`config.mk`:
```
export PLATFORM = sky130hd
export DESIGN_NAME = byte_translate_delete_squeeze_unit_flat
export DESIGN_NICKNAME = d
export VERILOG_FILES = /design/src/btds_pkg.sv /design/src/btds_item_if.sv /design/src/btds_result_if.sv /design/src/btds_cfg_if.sv /design/src/btds_ram.sv /design/src/byte_translate_delete_squeeze_unit.sv /design/src/flat_wrapper.sv
export SDC_FILE = /design/constraint.sdc
export NUM_CORES = 2
export LEC_CHECK = 0
export CORE_MARGIN = 4
export CORE_UTILIZATION = 59
export CTS_CLUSTER_SIZE = 40
export DETAILED_ROUTE_END_ITERATION = 10
export DONT_BUFFER_PORTS = 1
export GPL_TIMING_DRIVEN = 0
export PLACE_DENSITY = 0.75
export SYNTH_ARGS = -nofsm -noshare
export SYNTH_HDL_FRONTEND = slang
export SYNTH_SLANG_ARGS = --single-unit
```
`constraint.sdc`:
```
create_clock -name clk -period 4.16 [get_ports clk]
set_input_delay 0.624 -clock clk [delete_from_list [all_inputs] [get_ports clk]]
set_output_delay 0.624 -clock clk [all_outputs]
set_load 0.005 [all_outputs]
```
`src/btds_pkg.sv`:
```
package btds_pkg;

	localparam int BYTE_W      = 8;
	localparam int CODE_W      = 9;
	localparam int TABLE_DEPTH = 256;
	localparam int IDX_W       = $clog2(TABLE_DEPTH);
	localparam int CMD_W       = 2;
	localparam int KEPT_W      = 16;
	localparam int COUNT_BITS  = 16;
	// wide copy width for the count, sliced down to the kept field
	localparam int WIDE_W      = 32;

	typedef enum logic [CMD_W-1:0] {
		CMD_WRITE = 2'd0,
		CMD_DATA  = 2'd1,
		CMD_END   = 2'd2,
		CMD_SPARE = 2'd3
	} cmd_t;

	typedef logic [COUNT_BITS-1:0] count_t;
	localparam count_t COUNT_MAX = '1;

endpackage

```
`src/btds_item_if.sv`:
```
interface btds_item_if import btds_pkg::*; ();
	logic                     valid;
	logic                     ready;
	logic [CMD_W-1:0]         cmd;
	logic [IDX_W-1:0]         entry_index;
	logic signed [CODE_W-1:0] entry_code;
	logic [BYTE_W-1:0]        data_byte;

	modport source (output valid, cmd, entry_index, entry_code, data_byte, input ready);
	modport sink (input valid, cmd, entry_index, entry_code, data_byte, output ready);
endinterface

```
`src/btds_result_if.sv`:
```
interface btds_result_if import btds_pkg::*; ();
	logic              valid;
	logic              ready;
	logic [BYTE_W-1:0] out_byte;
	logic              is_end;
	logic [KEPT_W-1:0] kept_count;

	modport source (output valid, out_byte, is_end, kept_count, input ready);
	modport sink (input valid, out_byte, is_end, kept_count, output ready);
endinterface

```
`src/btds_cfg_if.sv`:
```
interface btds_cfg_if;
	logic valid;
	logic ready;
	logic data;

	modport source (output valid, data, input ready);
	modport sink (input valid, data, output ready);
endinterface

```
`src/btds_ram.sv`:
```
module btds_ram #(
	parameter int WIDTH = 8,
	parameter int DEPTH = 256
) (
	input  logic                     clk,
	input  logic                     wr_en,
	input  logic [$clog2(DEPTH)-1:0] wr_addr,
	input  logic [WIDTH-1:0]         wr_data,
	input  logic                     rd_en,
	input  logic [$clog2(DEPTH)-1:0] rd_addr,
	output logic [WIDTH-1:0]         rd_data
);

	logic [WIDTH-1:0] mem [DEPTH];

	// write port and registered read port
	always_ff @(posedge clk) begin
		if (wr_en) begin
			mem[wr_addr] <= wr_data;
		end
		if (rd_en) begin
			rd_data <= mem[rd_addr];
		end
	end

endmodule

```
`src/byte_translate_delete_squeeze_unit.sv`:
```
// Byte translate / delete / squeeze engine.
// items (sink): cmd selects the work. A write item loads code_table[entry_index]
//   with entry_code (negative deletes, zero passes, 1..255 replaces). A data
//   item translates data_byte. An end item closes the string. cmd 3 is dropped.
// results (source): one item per emitted byte (is_end 0) and one per end item
//   (is_end 1, kept_count = bytes kept, saturating). Deleted and squeezed bytes
//   and write items give no result.
// cfg (sink): one bit, squeeze_enable; always ready, write it while idle.
// Path: a data or end item goes through the table read in the memory (lookup
//   stage), then the output register, before it shows on results.
// Throughput: one item per cycle unless results stalls. The code table is a
//   256-entry memory, a write and a registered read port; a write is followed
//   by a read of the same entry no sooner than the next cycle: no forwarding.
// Reset: arst_n clears the per-entry valid bits (every entry reads as pass
//   through), the squeeze memory, the count and squeeze_enable. No sweep, the
//   block takes items in the first cycle after reset.
// Stall: while results is stalled the output register holds; one more item
//   waits in the lookup stage, then items.ready drops.
module byte_translate_delete_squeeze_unit import btds_pkg::*; (
	input logic           clk,
	input logic           arst_n,
	btds_item_if.sink     items,
	btds_result_if.source results,
	btds_cfg_if.sink      cfg
);

	logic [TABLE_DEPTH-1:0] entry_valid_q;
	logic                   squeeze_q;
	logic                   prev_valid_q;
	logic [BYTE_W-1:0]      prev_byte_q;
	count_t                 count_q;

	logic                   s1_valid_q;
	logic                   is_end_s1;
	logic                   hit_s1;
	logic [BYTE_W-1:0]      byte_s1;

	logic                   out_valid_q;
	logic [BYTE_W-1:0]      out_byte_q;
	logic                   out_end_q;
	logic [KEPT_W-1:0]      out_kept_q;

	logic                   out_free;
	logic                   s1_adv;
	logic                   in_acc;
	cmd_t                   in_cmd;
	logic                   wr_en;
	logic                   rd_en;
	logic                   enter_s1;
	logic [CODE_W-1:0]      rd_code;
	logic [CODE_W-1:0]      code;
	logic                   translate;
	logic [BYTE_W-1:0]      val;
	logic                   emit;
	logic [WIDE_W-1:0]      count_wide;

	// handshakes
	assign out_free    = !out_valid_q || results.ready;
	assign s1_adv      = s1_valid_q && out_free;
	assign items.ready = !s1_valid_q || out_free;
	assign in_acc      = items.valid && items.ready;
	assign in_cmd      = cmd_t'(items.cmd);
	assign cfg.ready   = 1'b1;

	// decode the accepted item
	always_comb begin
		wr_en    = 1'b0;
		rd_en    = 1'b0;
		enter_s1 = 1'b0;
		unique case (in_cmd)
			CMD_WRITE: wr_en = in_acc;
			CMD_DATA: begin
				rd_en    = in_acc;
				enter_s1 = in_acc;
			end
			CMD_END:   enter_s1 = in_acc;
			CMD_SPARE: enter_s1 = 1'b0;
			default:   enter_s1 = 1'b0;
		endcase
	end

	btds_ram #(
		.WIDTH (CODE_W),
		.DEPTH (TABLE_DEPTH)
	) u_code_table (
		.clk     (clk),
		.wr_en   (wr_en),
		.wr_addr (items.entry_index),
		.wr_data (items.entry_code),
		.rd_en   (rd_en),
		.rd_addr (items.data_byte),
		.rd_data (rd_code)
	);

	// lookup stage payload
	always_ff @(posedge clk) begin
		if (rd_en || (enter_s1 && items.ready)) begin
			is_end_s1 <= (in_cmd == CMD_END);
			hit_s1    <= entry_valid_q[items.data_byte];
			byte_s1   <= items.data_byte;
		end
	end

	// translate and squeeze
	always_comb begin
		code       = hit_s1 ? rd_code : '0;
		translate  = (code != '0);
		val        = translate ? code[BYTE_W-1:0] : byte_s1;
		emit       = is_end_s1 || (!code[CODE_W-1] &&
			!(squeeze_q && translate && prev_valid_q && (prev_byte_q == val)));
		count_wide = WIDE_W'(count_q);
	end

	// control state: valid bits, lookup stage, squeeze memory, count, output
	always_ff @(posedge clk or negedge arst_n) begin
		if (!arst_n) begin
			entry_valid_q <= '0;
			squeeze_q     <= 1'b0;
			prev_valid_q  <= 1'b0;
			prev_byte_q   <= '0;
			count_q       <= '0;
			s1_valid_q    <= 1'b0;
			out_valid_q   <= 1'b0;
		end else begin
			if (cfg.valid) begin
				squeeze_q <= cfg.data;
			end
			if (wr_en) begin
				entry_valid_q[items.entry_index] <= 1'b1;
			end
			if (items.ready) begin
				s1_valid_q <= enter_s1;
			end
			if (s1_adv) begin
				if (is_end_s1) begin
					prev_valid_q <= 1'b0;
					prev_byte_q  <= '0;
					count_q      <= '0;
				end else if (!code[CODE_W-1]) begin
					if (squeeze_q) begin
						prev_valid_q <= translate;
						prev_byte_q  <= translate ? val : '0;
					end
					if (emit && (count_q != COUNT_MAX)) begin
						count_q <= count_q + count_t'(1);
					end
				end
			end
			if (out_free) begin
				out_valid_q <= s1_adv && emit;
			end
		end
	end

	// output register payload
	always_ff @(posedge clk) begin
		if (out_free && s1_adv && emit) begin
			out_byte_q <= is_end_s1 ? '0 : val;
			out_end_q  <= is_end_s1;
			out_kept_q <= is_end_s1 ? count_wide[KEPT_W-1:0] : '0;
		end
	end

	assign results.valid      = out_valid_q;
	assign results.out_byte   = out_byte_q;
	assign results.is_end     = out_end_q;
	assign results.kept_count = out_kept_q;

endmodule
```
`src/flat_wrapper.sv`:
```
// flat-port wrapper written by rule: the top's interface ports become plain ports
module byte_translate_delete_squeeze_unit_flat import btds_pkg::*;
  (clk, arst_n, items_valid, items_cmd, items_entry_index, items_entry_code, items_data_byte, items_ready, results_valid, results_out_byte, results_is_end, results_kept_count, results_ready, cfg_valid, cfg_data, cfg_ready);
  btds_item_if items_i ();
  btds_result_if results_i ();
  btds_cfg_if cfg_i ();
  input logic clk;
  input logic arst_n;
  input wire logic [$bits(items_i.valid)-1:0] items_valid;
  input wire logic [$bits(items_i.cmd)-1:0] items_cmd;
  input wire logic [$bits(items_i.entry_index)-1:0] items_entry_index;
  input wire logic [$bits(items_i.entry_code)-1:0] items_entry_code;
  input wire logic [$bits(items_i.data_byte)-1:0] items_data_byte;
  output wire logic [$bits(items_i.ready)-1:0] items_ready;
  output wire logic [$bits(results_i.valid)-1:0] results_valid;
  output wire logic [$bits(results_i.out_byte)-1:0] results_out_byte;
  output wire logic [$bits(results_i.is_end)-1:0] results_is_end;
  output wire logic [$bits(results_i.kept_count)-1:0] results_kept_count;
  input wire logic [$bits(results_i.ready)-1:0] results_ready;
  input wire logic [$bits(cfg_i.valid)-1:0] cfg_valid;
  input wire logic [$bits(cfg_i.data)-1:0] cfg_data;
  output wire logic [$bits(cfg_i.ready)-1:0] cfg_ready;
  assign items_i.valid = items_valid;
  assign items_i.cmd = items_cmd;
  assign items_i.entry_index = items_entry_index;
  assign items_i.entry_code = items_entry_code;
  assign items_i.data_byte = items_data_byte;
  assign items_ready = items_i.ready;
  assign results_valid = results_i.valid;
  assign results_out_byte = results_i.out_byte;
  assign results_is_end = results_i.is_end;
  assign results_kept_count = results_i.kept_count;
  assign results_i.ready = results_ready;
  assign cfg_i.valid = cfg_valid;
  assign cfg_i.data = cfg_data;
  assign cfg_ready = cfg_i.ready;
  byte_translate_delete_squeeze_unit u_core (.clk(clk), .arst_n(arst_n), .items(items_i), .results(results_i), .cfg(cfg_i));
endmodule
```
# Word level (Yosys, flattened, before mapping)
# Memory sizes are Yosys's and may differ from the RTL's. A register that Yosys moved wholly into a read port is not among the register bits.
# Cells that the tools add are included.
# classes
magnitude_cmp,3
n_addsub,1
reduce_logical,27
bitwise,1
n_mux,21
n_eq_ne,5
# ops
operator,n
256-bit bitwise OR,1
16-bit two-way mux,3
8-bit two-way mux,5
8-bit by 9-bit < comparator with 1-bit output (second input constant),2
16-bit by 1-bit adder with 16-bit output (second input constant),1
16-bit inequality test (second input constant),1
1-bit logical AND,12
1-bit two-way mux,10
9-bit two-way mux,1
9-bit nonzero test,1
1-bit binary-select mux with 8-bit select,1
1-bit demux with 8-bit select,1
8-bit equality test,1
8-bit by 1-bit >= comparator with 1-bit output (second input constant),1
3-bit AND reduction,2
1-bit zero test,4
1-bit logical OR,4
2-bit nonzero test,2
2-bit by 1-bit equality test with 1-bit output (second input constant),1
2-bit equality test (second input constant),1
2-bit zero test,1
2-bit by 1-bit inequality test with 1-bit output (second input constant),1
2-bit OR reduction,1
# totals
output_inout_bits,28
elab_cells,72
n_memories,1
ram_bits,2304
reg_bits,319
# mem_list
name,words,word_bits,read_ports,rd_clocked_by_memory_dff,write_ports,line_no,rtl
u_core.u_code_table.mem,256,9,1,1,1,btds_ram.sv:14,logic [WIDTH-1:0] mem [DEPTH];

# Longest topological paths before layout
# depth
word_depth,12
depth_mapped,9

# By module
# A second synthesis with hierarchy kept.
# unflattened
hier_cells,5294
area_unflattened_um2,103230.3
# by_module_without_submodules
mod,instances,seq_area_each_um2,cells_each,area_per_inst_um2
btds_ram,1,69456.6,4237,89368.2
byte_translate_delete_squeeze_unit,1,8157.8,1057,13862.0

# Worst setup path after synthesis
# Ideal clock, no wire load.
# synth_timing
kind,input to register
startpoint,input items_data_byte[0]
endpoint,"register u_core.u_code_table.rd_data[0], read port of u_core.u_code_table.mem (data pin)"
path_buffers,2
stages,7
required_time_ns,3.885
setup_time_ns,0.275
t_arrival_ns,2.685
setup_slack_ns,1.200
path_cell_list,clkbuf_1 buf_1 mux4_2 a22oi_1 a21oi_1 o41ai_1 nand4_1
# synth_lines
element,line_no,rtl
"start, declared",flat_wrapper.sv:13,input wire logic [$bits(items_i.data_byte)-1:0] items_data_byte;
"end, declared",btds_ram.sv:11,output logic [WIDTH-1:0] rd_data

==> flow_metrics.py <==
metrics = {
    "setup_path": {
        "largest_fanout_on_the_critical_path": 10,
        "timing.critical_path.depth": 8,
        "worst_path_most_repeated_cell": "sky130_fd_sc_hd__clkbuf_2",
        "cpLargestDelayFamily": "buffers and inverters",
        "timing.critical_path.slowest_cell_delay_ns": 0.87,
        "crit_type": "in -> reg",
        "start_kind": "input pin",
        "r2r-end": "u_core.u_code_table.mem[165][8]$_DFFE_PP_",
        "arrival_time_worst_endpoint_ns": 4.87,
        "timing.reg2reg.setup_slack_ns": -0.12,
        "cp_num_buf_inv": 3,
        "setup.worst_path.end_class": "flip-flop",
        "rr_startpoint": "u_core.results.valid$_DFFE_PN0N_",
        "endpoint": "u_core.u_code_table.rd_data[1]$_DFFE_PP_",
        "r2r_cells": 8,
        "cell_with_the_biggest_individual_delay_on_the_critical_path": "sky130_fd_sc_hd__o41ai_2",
        "crit_required_ns": 4.64,
        "startpoint": "items_data_byte[1]",
        "timing.critical_path.cells": "clkbuf_2, clkbuf_2, clkbuf_1, mux4_2, a22oi_1, a21oi_1, o41ai_2, nand4_1",
    },
    "route": {
        "drtPass1Iterations": 7,
        "drt_wl_total_mm": 275,
        "routed_via_density": 7.02,
        "count_of_routing_violations_after_the_opening_detailed_route_iteration": 8573,
        "drt-wirelength-per-cell_um": 35.9,
        "ant_nets_after_route": 0,
        "detailroute.via_count": 53851,
        "route.detailed.drc": 0,
    },
    "power_and_ir_drop": {
        "power_density_nw_per_um2": 488,
        "leakage_power_nw": 37.2,
        "ir_drop_mv": 0.431,
    },
    "die": {
        "die_extent_in_y_um": 422,
        "die_area_um2": 178000,
        "io-pin-count": 61,
        "rows": 151,
        "die_w_um": 422,
        "core_region_area_um2": 170000,
        "effective_utilization_at_floorplan": 0.596,
    },
    "logic_synthesis": {
        "synth.largest_area_cell": "sky130_fd_sc_hd__edfxtp_1",
        "mappedNetlistNets": 4952,
        "ys_top_cells_by_count": "sky130_fd_sc_hd__edfxtp_1 (2348), sky130_fd_sc_hd__mux4_2 (640), sky130_fd_sc_hd__a22oi_1 (324)",
        "syn-cell-area_um2": 101000,
        "postSynthRegisterBits": 2632,
        "yosys_most_used_dff": "sky130_fd_sc_hd__edfxtp_1",
        "most_numerous_cell_in_the_yosys_netlist": "sky130_fd_sc_hd__edfxtp_1",
        "synth_enable_flop_cells": 2348,
        "async_reset_ff_frac": 0.108,
        "yosys.area.top_type_share": 0.696,
        "synthDistinctLibCells": 60,
        "synthesis.yosys.warnings": 0,
        "post_synth.cell_area_avg_um2": 20.6,
        "synthesis.instances": 4915,
        "ys_top_cells_by_area": "sky130_fd_sc_hd__edfxtp_1 (70%), sky130_fd_sc_hd__mux4_2 (14%), sky130_fd_sc_hd__dfrtp_1 (7.0%)",
        "synth_sequential_area_ratio": 0.766,
    },
    "timing": {
        "worst_slack_ns": -0.222,
        "maxClockFrequency_mhz": 228,
        "report.final.slew_viol_count": 85,
        "final-hold-violation-count": 284,
        "worst_slew_pin_slew_ns": 1.57,
        "final.hold.worst_slack_ns": -0.593,
        "setup-violations-final": 65,
        "layout_min_cycle_time_ns": 4.38,
        "worst_relative_slew_slack": -0.0464,
        "finalCritPeriodShare": 1.05,
        "unrepaired_setup_endpoints_after_global_routing": "yes",
        "clock_skew_ns": 0.0255,
    },
    "placed_design": {
        "gp_congestion": 0.973,
        "placement.io_buffers": 0,
        "placed_cell_area_um2": 104000,
        "detailedPlacementHpwl_mm": 157,
        "place_worst_setup_slack_ns": -2.43,
    },
    "job": {
        "cap_viol_max_count": 3,
    },
    "status": {
        "run_status": "complete, but fails checks",
        "failing_checks": "negative hold slack, max-capacitance violations, max-slew violations, negative setup slack",
    },
    "cells_and_area": {
        "n_fill_cell": 10453,
        "drive_above_1_share": 0.247,
        "finalNetCount": 5269,
        "final-seq-area_um2": 77600,
        "multi_input_comb_area_um2": 22800,
        "postLayoutCellArea_um2": 114000,
        "area_growth_syn_to_layout_pct": 12.6,
        "fin_util": 0.671,
    },
    "clock_tree": {
        "postCtsSetupBuffers": 0,
        "clock_tree.buffer_depth": 4,
        "tritoncts_clock_tree": "built",
        "root_buffer": "sky130_fd_sc_hd__clkbuf_16",
        "clock_sinks": 2632,
        "cts.hold.buffers_added": 36,
        "cts_max_level": 5,
        "clk_transition_reported_paths_ns": 0.06,
        "cts-buffers-inserted": 274,
        "clk_latency_ns": 0.92,
    },
    "global_routing": {
        "first_global_vias": 53318,
        "number_of_antenna_violations_at_the_first_check_in_global_routing": 21,
        "grt_pass1_wl_mm": 391,
        "grt-ovfl-total": 0,
        "grt_max_degree": 285,
        "gr-usage-all-layers": 0.311,
    },
    "min_path": {
        "hold_class": "in -> async",
    },
}
## area by class of cell
class	instances	area share
Antenna cell	30	0.000658
Buffer	312	0.0118
Clock buffer	386	0.0674
Clock inverter	86	0.00809
Inverter	13	0.000428
Multi-Input combinational cell	1958	0.200
Sequential cell	2632	0.681
Tap cell	2218	0.0243
Timing Repair Buffer	41	0.00685
## what timing repair did
| action | in CTS | in global routing |
|---|---|---|
| endpoints found under the setup margin | 584 | 390 |
| hold endpoints to repair | 1976 | 284 |
| pin swaps | 0 | 1 |
| gates resized for setup | 46 | 51 |
## sequential cells by signal, indices dropped and copies added, names as in the netlist
register and count:
u_core.byte_s1 8, u_core.count_q 16, u_core.entry_valid_q 256, u_core.hit_s1 1, u_core.is_end_s1 1, u_core.prev_byte_q 8
u_core.prev_valid_q 1, u_core.results.is_end 1, u_core.results.kept_count 16, u_core.results.out_byte 8, u_core.results.valid 1, u_core.s1_valid_q 1
u_core.squeeze_q 1, u_core.u_code_table.mem 2304, u_core.u_code_table.rd_data 9
## through the flow
| step | total power [mW] | TNS (ns) | std cells |
|---|---|---|---|
| finish | 55.7 | -4.82 | 7676 |
| global route | 57.1 | -6.37 | 7647 |
| CTS | 55.7 | -3.98 | 7645 |
| detailed placement | 31.8 | -351.28 | 7137 |
| global placement | 31.8 | -1217.32 | 7133 |
| floorplan | 31.0 | 0 | 4915 |
## power by group
part	internal [mW]	switching (mW)	total (mW)	leakage (nW)
Combinational	0.934	1.84	2.78	7.95
Clock	14.1	9.74	23.8	4.19
Sequential	29.0	0.126	29.1	25.0
## cells by family (layout without fill, tap and decap cells)
kind of cell / after synthesis / after routing / synth area share
AO/OA/AOI/OAI: 714 / 714 / 0.0495
flip-flops: 2632 / 2632 / 0.766
AND/OR/NAND/NOR: 592 / 592 / 0.0281
XOR/XNOR: 2 / 2 / 0.000173
other: 1 / 31 / 0.0000370
adder cells (fa/ha/maj): 4 / 4 / 0.000494
multiplexers: 645 / 645 / 0.143
buffers and inverters: 325 / 838 / 0.0129
## layer usage
layer,up-vias,wire [um],global-route usage
met4,2,17300,0.180
met1,28147,96200,0.418
met5,-,43,0
met2,3930,126000,0.453
met3,774,35600,0.103
li1,20998,-,-
## worst reg2reg max path, delay by kind of cell (launching register included)
kind	cells	cell delay (ns)
and+or+nand+nor	7	2.94
buffers and inverters	1	0.55
DFF	1	0.42
## worst min path at each step
stage	start	endpoint	slack, ns	depth (start not counted)
global placement	arst_n	u_core.entry_valid_q[52]$_DFFE_PN0P_	0.35	0
detailed placement	arst_n	u_core.entry_valid_q[53]$_DFFE_PN0P_	0.34	0
finish	arst_n	u_core.entry_valid_q[53]$_DFFE_PN0P_	-0.59	0
global route	arst_n	u_core.entry_valid_q[53]$_DFFE_PN0P_	-0.63	0
CTS	arst_n	u_core.entry_valid_q[53]$_DFFE_PN0P_	-0.64	0
floorplan	arst_n	u_core.count_q[0]$_DFFE_PN0P_	0.33	0
## cells in the final DEF (no fill, tap or decap), types with 5 or more instances in the layout
| master | count |
|---|---|
| sky130_fd_sc_hd__buf_1 | 29 |
| sky130_fd_sc_hd__clkinvlp_4 | 6 |
| sky130_fd_sc_hd__clkbuf_1 | 253 |
| sky130_fd_sc_hd__and2_1 | 20 |
| sky130_fd_sc_hd__clkbuf_2 | 35 |
| sky130_fd_sc_hd__buf_16 | 18 |
| sky130_fd_sc_hd__nand2_1 | 66 |
| sky130_fd_sc_hd__clkinv_1 | 31 |
| sky130_fd_sc_hd__a21oi_1 | 167 |
| sky130_fd_sc_hd__clkbuf_8 | 20 |
| sky130_fd_sc_hd__o41ai_1 | 13 |
| sky130_fd_sc_hd__clkbuf_4 | 9 |
| sky130_fd_sc_hd__dfrtp_1 | 284 |
| sky130_fd_sc_hd__o21bai_1 | 128 |
| sky130_fd_sc_hd__nor3_1 | 10 |
| sky130_fd_sc_hd__buf_2 | 64 |
| sky130_fd_sc_hd__diode_2 | 30 |
| sky130_fd_sc_hd__mux4_2 | 640 |
| sky130_fd_sc_hd__a22oi_1 | 324 |
| sky130_fd_sc_hd__nor2b_1 | 19 |
| sky130_fd_sc_hd__edfxtp_1 | 2348 |
| sky130_fd_sc_hd__clkbuf_16 | 284 |
| sky130_fd_sc_hd__nand2b_1 | 13 |
| sky130_fd_sc_hd__inv_1 | 13 |
| sky130_fd_sc_hd__or2_2 | 132 |
| sky130_fd_sc_hd__o41ai_4 | 6 |
| sky130_fd_sc_hd__bufinv_16 | 20 |
| sky130_fd_sc_hd__nor2_2 | 38 |
| sky130_fd_sc_hd__and3_1 | 14 |
| sky130_fd_sc_hd__nand4_1 | 14 |
| sky130_fd_sc_hd__a21boi_0 | 5 |
| sky130_fd_sc_hd__nor2_1 | 240 |
| sky130_fd_sc_hd__o41ai_2 | 22 |
| sky130_fd_sc_hd__o21ai_0 | 12 |
| sky130_fd_sc_hd__clkinv_2 | 25 |
| sky130_fd_sc_hd__nand3_1 | 15 |
| sky130_fd_sc_hd__dlygate4sd3_1 | 16 |
(Power assumes the default switching activity.)
